$ cat config.mk
export PLATFORM = sky130hd
export DESIGN_NAME = windowed_mismatch_extender
export DESIGN_NICKNAME = d
export VERILOG_FILES = /design/src/rtl/wme_pkg.sv /design/src/rtl/windowed_mismatch_extender.sv /design/src/rtl/wme_cell.sv
export SDC_FILE = /design/constraint.sdc
export NUM_CORES = 1
export LEC_CHECK = 0
export ABC_AREA = 0
export BUFFER_PORTS_ARGS = -buffer_cell sky130_fd_sc_hd__clkbuf_2
export CAP_MARGIN = 20
export CORE_UTILIZATION = 35
export CTS_CLUSTER_DIAMETER = 50
export CTS_CLUSTER_SIZE = 28
export DETAILED_ROUTE_END_ITERATION = 7
export GPL_TIMING_DRIVEN = 0
export PLACE_DENSITY = 0.51
export SYNTH_ARGS = -nofsm -noshare
export SYNTH_HDL_FRONTEND = slang
export SYNTH_SLANG_ARGS = --single-unit
$ cat constraint.sdc
create_clock -name i_clk -period 6.5 [get_ports i_clk]
set_clock_uncertainty 0.15 [all_clocks]
set_input_delay 0.65 -clock i_clk [delete_from_list [all_inputs] [get_ports i_clk]]
set_output_delay 0.65 -clock i_clk [all_outputs]
set_load 0.02 [all_outputs]
$ cat src/rtl/wme_pkg.sv
// Shared types and constants of the windowed mismatch extender.
package wme_pkg;

    // Default sizes handed to the top level parameters.
    localparam int MAX_WINDOW_DEF  = 64;
    localparam int LENGTH_BITS_DEF = 32;

    // Configuration register indexes.
    localparam logic [1:0] CFG_WINDOW_LEN     = 2'd0;
    localparam logic [1:0] CFG_MISMATCH_LIMIT = 2'd1;
    localparam logic [1:0] CFG_RUN_NEEDED     = 2'd2;

    // Register reset values.
    localparam logic [6:0] WINDOW_LEN_RST     = 7'd16;
    localparam logic [6:0] MISMATCH_LIMIT_RST = 7'd7;
    localparam logic [7:0] RUN_NEEDED_RST     = 8'd3;

    // Control broadcast from the top level to every window cell.
    typedef struct packed {
        logic step;   // accepted pair while not halted: updates the window
        logic clear;  // last pair: empty the window, slot back to zero
        logic wrap;   // slot pointer sits at or beyond the window length
        logic mm;     // mismatch bit of the current pair
    } t_cell_ctl;

endpackage

$ cat src/rtl/windowed_mismatch_extender.sv
// A pair's result is registered in the output register, or in the skid entry
// while m_* stalls. One pair per cycle is accepted while s_tready is high; the
// limit is the combinational loop through the window cell row (slot select,
// count update, limit compare). A two-entry output buffer keeps s_tready high
// while one result waits. Reset (synchronous, active low) loads register
// defaults and clears the extension state at once; no clearing pass is needed.
module windowed_mismatch_extender
    import wme_pkg::*;
#(
    parameter int MAX_WINDOW  = MAX_WINDOW_DEF,
    parameter int LENGTH_BITS = LENGTH_BITS_DEF
) (
    input  logic        i_clk,
    input  logic        i_rst_n,
    // pair input
    input  logic        s_tvalid,
    output logic        s_tready,
    input  logic [15:0] s_tdata,     // [7:0] query_symbol, [15:8] ref_symbol
    input  logic        s_tlast,     // last_pair
    // result output
    output logic        m_tvalid,
    input  logic        m_tready,
    output logic [31:0] m_tdata,     // [31:0] extent
    output logic        m_tuser,     // [0] halted
    output logic        m_tlast,     // final_res
    // configuration writes
    input  logic        i_cfg_valid,
    output logic        o_cfg_ready,
    input  logic [1:0]  i_cfg_index,
    input  logic [7:0]  i_cfg_data
);

    localparam int WB = $clog2(MAX_WINDOW + 1);   // holds 0..MAX_WINDOW
    localparam int CW = (WB > 7) ? WB : 7;        // compare width vs 7-bit regs
    localparam int LB = LENGTH_BITS;

    // ---------------- configuration registers ----------------
    logic [6:0] r_window_len;
    logic [6:0] r_mismatch_limit;
    logic [7:0] r_run_needed;
    logic       cfg_we;

    assign o_cfg_ready = 1'b1;
    assign cfg_we      = i_cfg_valid & o_cfg_ready;

    // ---------------- extension state ----------------
    logic [WB-1:0] r_total;
    logic [LB-1:0] r_pair;
    logic [7:0]    r_run;
    logic [LB-1:0] r_best;
    logic          r_stopped;

    logic [WB-1:0] n_total;
    logic [LB-1:0] n_pair;
    logic [7:0]    n_run;
    logic [LB-1:0] n_best;
    logic          n_stopped;

    logic          push;
    logic          mm;
    t_cell_ctl     ctl;
    logic [WB-1:0] win;
    logic [CW-1:0] win_raw;

    logic [MAX_WINDOW-1:0] old_vec;
    logic [MAX_WINDOW-1:0] pass_vec;
    logic [MAX_WINDOW-1:0] wrap_vec;
    logic [MAX_WINDOW-1:0] hi_vec;
    logic                  old_bit;

    assign push = s_tvalid & s_tready;
    assign mm   = (s_tdata[7:0] != s_tdata[15:8]);

    // Window length 0 acts as 1, oversize acts as MAX_WINDOW.
    always_comb begin
        win_raw = CW'(r_window_len);
        if (win_raw == '0) begin
            win = WB'(1);
        end else if (win_raw > CW'(MAX_WINDOW)) begin
            win = WB'(MAX_WINDOW);
        end else begin
            win = WB'(win_raw);
        end
    end

    always_comb begin
        ctl.step  = push & ~r_stopped;
        ctl.clear = push & s_tlast;
        ctl.wrap  = |hi_vec;   // slot left beyond a shortened window
        ctl.mm    = mm;
    end

    // Row of window cells; the slot token walks right and wraps to cell 0.
    for (genvar g = 0; g < MAX_WINDOW; g++) begin : g_cell
        logic tok_in;
        if (g == 0) begin : g_first
            assign tok_in = |wrap_vec;
        end else begin : g_rest
            assign tok_in = pass_vec[g-1];
        end
        wme_cell #(
            .INDEX (g),
            .WB    (WB)
        ) u_cell (
            .i_clk    (i_clk),
            .i_rst_n  (i_rst_n),
            .i_ctl    (ctl),
            .i_win    (win),
            .i_tok_in (tok_in),
            .o_old    (old_vec[g]),
            .o_pass   (pass_vec[g]),
            .o_wrap   (wrap_vec[g]),
            .o_hi     (hi_vec[g])
        );
    end

    assign old_bit = |old_vec;

    // Counters, run tracking and halt decision for the current pair.
    always_comb begin
        n_total   = r_total;
        n_pair    = r_pair;
        n_run     = r_run;
        n_best    = r_best;
        n_stopped = r_stopped;
        if (ctl.step) begin
            n_total = r_total - WB'(old_bit) + WB'(mm);
            n_pair  = (r_pair == '1) ? r_pair : r_pair + LB'(1);
            if (!mm) begin
                n_run = (r_run == 8'hFF) ? r_run : r_run + 8'd1;
                if (n_run >= r_run_needed) begin
                    n_best = n_pair;
                end
            end else begin
                n_run = 8'd0;
            end
            n_stopped = (CW'(n_total) > CW'(r_mismatch_limit));
        end
    end

    // Extent field saturates at 32 bits for wider lengths.
    logic [31:0] ext32;
    if (LB > 32) begin : g_ext_sat
        assign ext32 = (|n_best[LB-1:32]) ? 32'hFFFF_FFFF : n_best[31:0];
    end else begin : g_ext_pad
        assign ext32 = 32'(n_best);
    end

    always_ff @(posedge i_clk) begin
        if (!i_rst_n) begin
            r_window_len     <= WINDOW_LEN_RST;
            r_mismatch_limit <= MISMATCH_LIMIT_RST;
            r_run_needed     <= RUN_NEEDED_RST;
            r_total          <= '0;
            r_pair           <= '0;
            r_run            <= RUN_NEEDED_RST;
            r_best           <= '0;
            r_stopped        <= 1'b0;
        end else begin
            if (cfg_we) begin
                case (i_cfg_index)
                    CFG_WINDOW_LEN:     r_window_len     <= i_cfg_data[6:0];
                    CFG_MISMATCH_LIMIT: r_mismatch_limit <= i_cfg_data[6:0];
                    CFG_RUN_NEEDED: begin
                        r_run_needed <= i_cfg_data;
                        // fresh extension: run counter follows the new setting
                        if (r_pair == '0) begin
                            r_run <= i_cfg_data;
                        end
                    end
                    default: ;
                endcase
            end
            if (ctl.clear) begin
                r_total   <= '0;
                r_pair    <= '0;
                r_run     <= r_run_needed;
                r_best    <= '0;
                r_stopped <= 1'b0;
            end else if (ctl.step) begin
                r_total   <= n_total;
                r_pair    <= n_pair;
                r_run     <= n_run;
                r_best    <= n_best;
                r_stopped <= n_stopped;
            end
        end
    end

    // ---------------- output register plus skid entry ----------------
    logic        r_out_valid;
    logic [31:0] r_out_ext;
    logic        r_out_halt;
    logic        r_out_last;
    logic        r_skd_valid;
    logic [31:0] r_skd_ext;
    logic        r_skd_halt;
    logic        r_skd_last;
    logic        out_free;

    assign s_tready = ~r_skd_valid;
    assign out_free = ~r_out_valid | m_tready;

    always_ff @(posedge i_clk) begin
        if (!i_rst_n) begin
            r_out_valid <= 1'b0;
            r_skd_valid <= 1'b0;
        end else begin
            if (out_free) begin
                r_out_valid <= r_skd_valid | push;
                r_skd_valid <= 1'b0;
            end else if (push) begin
                r_skd_valid <= 1'b1;
            end
        end
    end

    always_ff @(posedge i_clk) begin
        if (out_free) begin
            if (r_skd_valid) begin
                r_out_ext  <= r_skd_ext;
                r_out_halt <= r_skd_halt;
                r_out_last <= r_skd_last;
            end else begin
                r_out_ext  <= ext32;
                r_out_halt <= n_stopped;
                r_out_last <= s_tlast;
            end
        end else if (push) begin
            r_skd_ext  <= ext32;
            r_skd_halt <= n_stopped;
            r_skd_last <= s_tlast;
        end
    end

    assign m_tvalid = r_out_valid;
    assign m_tdata  = r_out_ext;
    assign m_tuser  = r_out_halt;
    assign m_tlast  = r_out_last;

endmodule

$ cat src/rtl/wme_cell.sv
// One slot of the mismatch window: stored bit plus slot-pointer token.
module wme_cell
    import wme_pkg::*;
#(
    parameter int INDEX = 0,
    parameter int WB    = 7
) (
    input  logic          i_clk,
    input  logic          i_rst_n,
    input  t_cell_ctl     i_ctl,
    input  logic [WB-1:0] i_win,     // clamped window length
    input  logic          i_tok_in,  // token from left neighbor (cell 0: from the wrap)
    output logic          o_old,     // stored bit, when this slot is selected
    output logic          o_pass,    // token moves to right neighbor
    output logic          o_wrap,    // token wraps to cell 0
    output logic          o_hi       // token is beyond the window length
);

    localparam logic [WB-1:0] IDX  = WB'(INDEX);
    localparam logic [WB-1:0] IDX1 = WB'(INDEX + 1);
    localparam logic          IS_FIRST = (INDEX == 0);

    logic r_bit;
    logic r_tok;
    logic n_bit;
    logic n_tok;
    logic sel;

    always_comb begin
        sel    = i_ctl.wrap ? IS_FIRST : r_tok;
        o_old  = sel & r_bit;
        o_pass = sel & (IDX1 < i_win);
        o_wrap = sel & (IDX1 >= i_win);
        o_hi   = r_tok & (IDX >= i_win);
        n_bit  = r_bit;
        n_tok  = r_tok;
        if (i_ctl.clear) begin
            n_bit = 1'b0;
            n_tok = IS_FIRST;
        end else if (i_ctl.step) begin
            n_bit = sel ? i_ctl.mm : r_bit;
            n_tok = i_tok_in;
        end
    end

    always_ff @(posedge i_clk) begin
        if (!i_rst_n) begin
            r_bit <= 1'b0;
            r_tok <= IS_FIRST;
        end else begin
            r_bit <= n_bit;
            r_tok <= n_tok;
        end
    end

endmodule

==> results.md <==
* Status: complete, no violations
* Pwr Total at 4.87 mW
* Measured slew at the worst slew-check pin at 1210 ps
* Global Route met1 Usage at around 33%
* Max cap viols at 0
* Vias in the first global route at between 10000 and 15000
* Row count at between 70 and 80
* Final hold viol count at 0
* Max IR drop VDD at 0.187 mV
* Top post-synthesis cells by area: dfxtp_1 30%, edfxtp_1 13%, nand2_1 7.7%
* Clock transition at path regs at 60 ps
* Sequential share of the synthesized area at around 44%
* Minimum clock period after layout at a little over 6000 ps
* Fraction of registers with async set/reset at 0%
* H-tree depth at 2
* Static leakage at 7.10 nW
* Crit. End Element: flop
* Setup crit start kind: flop
* Max stage delay on crit path at roughly 400 ps
* Nets@finish at a little under 2000
* Die ar. at approximately 45000 um^2
* Cell taking the most area after synthesis: dfxtp_1
* Worst Path Arrival at between 6000 and 7000 ps
* Initial antenna violation count at 1
* Cell variety after synth at 78
* # port buffers at 67
* Die Wd at roughly 210 um
* Final period util at 94.8%
* Worst r2r dst: m_tuser$_DFFE_PP_
* Max Slew Vio Count at 0
* Top FF cell, synth: dfxtp_1
* Detail Placement HPWL at around 43000 um
* Seq pwr share at between 40% and 50%
* Sink Count at 300
* Net Sw Frac at a little under 30%
* CTS tree: yes
* CP dominant cell by count: a21oi_1
* Critical path class: flop to flop
* Core Region at 43200 um^2
* Post-layout util at roughly two fifths
* Initial Utilization at a little over a third
* First drt pass iteration count at 6
* Yosys warnings at 0
* Clk pwr share at between 40% and 50%
* Clk root buf: clkbuf_16
* Final setup fails at 0
* WHS Endpoint: r_skd_last$_DFFE_PP_
* TritonCTS buffer count at 37
* RSZ-0062 raised after global routing: false
* Grt peak-use layer: met2
* Cell Area, Synth at roughly 15000 um^2
* Initial DRC count at 1373
* Post-route antenna net violation count at 0
* Vias per std cell at about 5.6
* WL final at between 50000 and 60000 um
* WP data required at between 6000 and 7000 ps
* Clock Latency Late Sink at between 500 and 600 ps
* Diode count at 0
* Worst reg2reg path depth at 27
* Worst min path class: primary input to flop
* Reg2Reg Setup Slack at between 300 and 400 ps
* Mapped Cells at ~1800
* Post-synthesis to final-layout area growth at 16.0%
* Worst path slowest cell: fa_1
* Global-route track usage on met2 at around two fifths
* Layout cell share with drive strength beyond 1 at between 10% and 20%
* # hold bufs at CTS at 0
* Avg WL per Cell at roughly 23 um
* Rel. slew slack at 18.5%
* Synth top cells by count: 316 x nand2_1, 232 x dfxtp_1, 150 x nor2_1
* Max FO, Critical Path at 10
* Die Height at around 210 um
* Fmax at approximately 160 MHz
* Global Route Usage Sum at between 20% and 30%
* Largest net degree at the start of global routing at 38
* IO Pins at 69
* P_int at between 3 and 4 mW
* #FFs+latches synth at 300
* Combinational power share at roughly 15%
* PD cells at 274 nW/um^2
* Number of synthesized flops with an enable pin at between 60 and 70
* HP Start: s_tlast
* Mapped Nets at around 1800
* GPL Wtd Cong at 0.990
* Met3 GRT Util at 5.16%
* Top-area cell type share of the netlist area at between 30% and 40%
* Switching Power at approximately 1.4 mW
* Max Root-Sink Buffers at 3
* First-pass GRT wire length at ~85000 um
* Total grt overflow at 0
* Most frequent cell after synthesis: nand2_1
* Hold path depth at 1
* DR DRC count at 0
* Worst r2r src: r_window_len[4]$_SDFFE_PN1P_
* Avg Inst Size Synth at ~8.6 um^2
* Total vias in the final route at 13900
## sequential cells by signal, indices dropped and copies added (netlist names), 7 cells and up
name / cells
r_pair: 32
r_run_needed: 8
r_window_len: 7
r_best: 32
r_total: 7
r_skd_ext: 32
m_tdata: 32
g_cell.u_cell.r_bit: 64
r_mismatch_limit: 7
r_run: 8
g_cell.u_cell.r_tok: 64
## cell type report
class                      instances  area (um^2)
fill                            4445        25400
multi-input combinational       1277         7790
sequential                       300         6690
clock buffer                      40          968
tap                              585          732
buffer                           127          633
timing repair buffer              70          367
clock inverter                    27          327
inverter                          72          270
## metal layers
metal  wire length (um)  vias to the layer above
met5                 11                        -
met4               2700                        2
met3               4250                      170
met2              25900                      593
met1              24200                     6614
li1                   -                     6491
## kinds of logic (layout without fill, tap and decap cells)
kind of cell	after synthesis	count (layout)	share of synthesized area, %
simple gates	725	725	22.3
compound gates	338	338	14.3
flops	300	300	43.6
buf+inv	199	336	5.86
mux	111	111	7.32
xor+xnor	76	76	4.34
fa+ha+maj	26	26	2.17
other cells	1	1	0.0245
## power groups by stage
stage	combinational, mW	clock, mW	sequential (mW)
2_1_floorplan	0.450	0	2.05
3_3_place_gp	0.699	0	2.03
3_5_place_dp	0.704	0	2.04
4_1_cts	0.707	2.21	1.99
5_1_grt	0.792	2.28	2.00
6_report	0.715	2.16	1.99
## worst max-delay path: cells and delay by family (launching register included)
kind / cells / cell delay (ps)
XOR/XNOR: 1 / 180
AND/OR/NAND/NOR: 6 / 1350
flip-flops: 1 / 310
AO/OA/AOI/OAI: 10 / 1780
adder cells (fa/ha/maj): 4 / 1020
buffers and inverters: 6 / 1120
## timing repair
item | 4_1_cts | 5_1_grt
buffers inserted | 0 | 1
endpoints found under the setup margin | 2 | 3
endpoints found under the hold margin | 0 | 0
resized for setup | 1 | 18
pin swaps | 0 | 2
## per-stage QoR
stage / instances / setup slack [ps] / TNS, ps / hold WS (ps) / instance area, um^2
after global placement: 2428 / -251 / -555 / 295 / 16400
after floorplan: 1776 / 1500 / 0 / 284 / 15300
final: 2498 / 335 / 0 / 186 / 17800
after detailed placement: 2430 / -87.9 / -132 / 299 / 16400
after CTS: 2497 / 68.2 / 0 / 164 / 17700
after global routing: 2498 / 2.70 / 0 / 194 / 17800
## worst max-delay path by stage
stage	startpoint	end
3_3_place_gp	r_window_len[4]$_SDFFE_PN1P_	m_tuser$_DFFE_PP_
2_1_floorplan	r_window_len[4]$_SDFFE_PN1P_	m_tuser$_DFFE_PP_
3_5_place_dp	r_window_len[4]$_SDFFE_PN1P_	m_tuser$_DFFE_PP_
5_1_grt	r_window_len[6]$_SDFFE_PN0P_	m_tuser$_DFFE_PP_
6_report	r_window_len[4]$_SDFFE_PN1P_	m_tuser$_DFFE_PP_
4_1_cts	r_window_len[4]$_SDFFE_PN1P_	m_tuser$_DFFE_PP_
## placed cells by master, fill, tap and decap left out, types with 9 or more instances in the layout
cell and instances:
nand3_1 46, a221oi_1 28, mux2i_1 103, nor2b_1 12, edfxtp_1 68, ha_1 25, nand2_1 315, nor3_1 21
o21ai_0 70, nor4_1 17, a22o_1 17, dfxtp_1 231, nand4b_1 15, a21o_1 11, a22oi_1 9, nand2_2 31
xor2_1 36, o2111ai_1 13, clkbuf_16 38, buf_6 14, nor2_1 149, a21oi_1 118, clkbuf_2 68, inv_1 70
buf_2 19, xnor2_1 40, nand4_1 61, clkbuf_1 81
No activity file was read; power rests on OpenSTA's default activity.
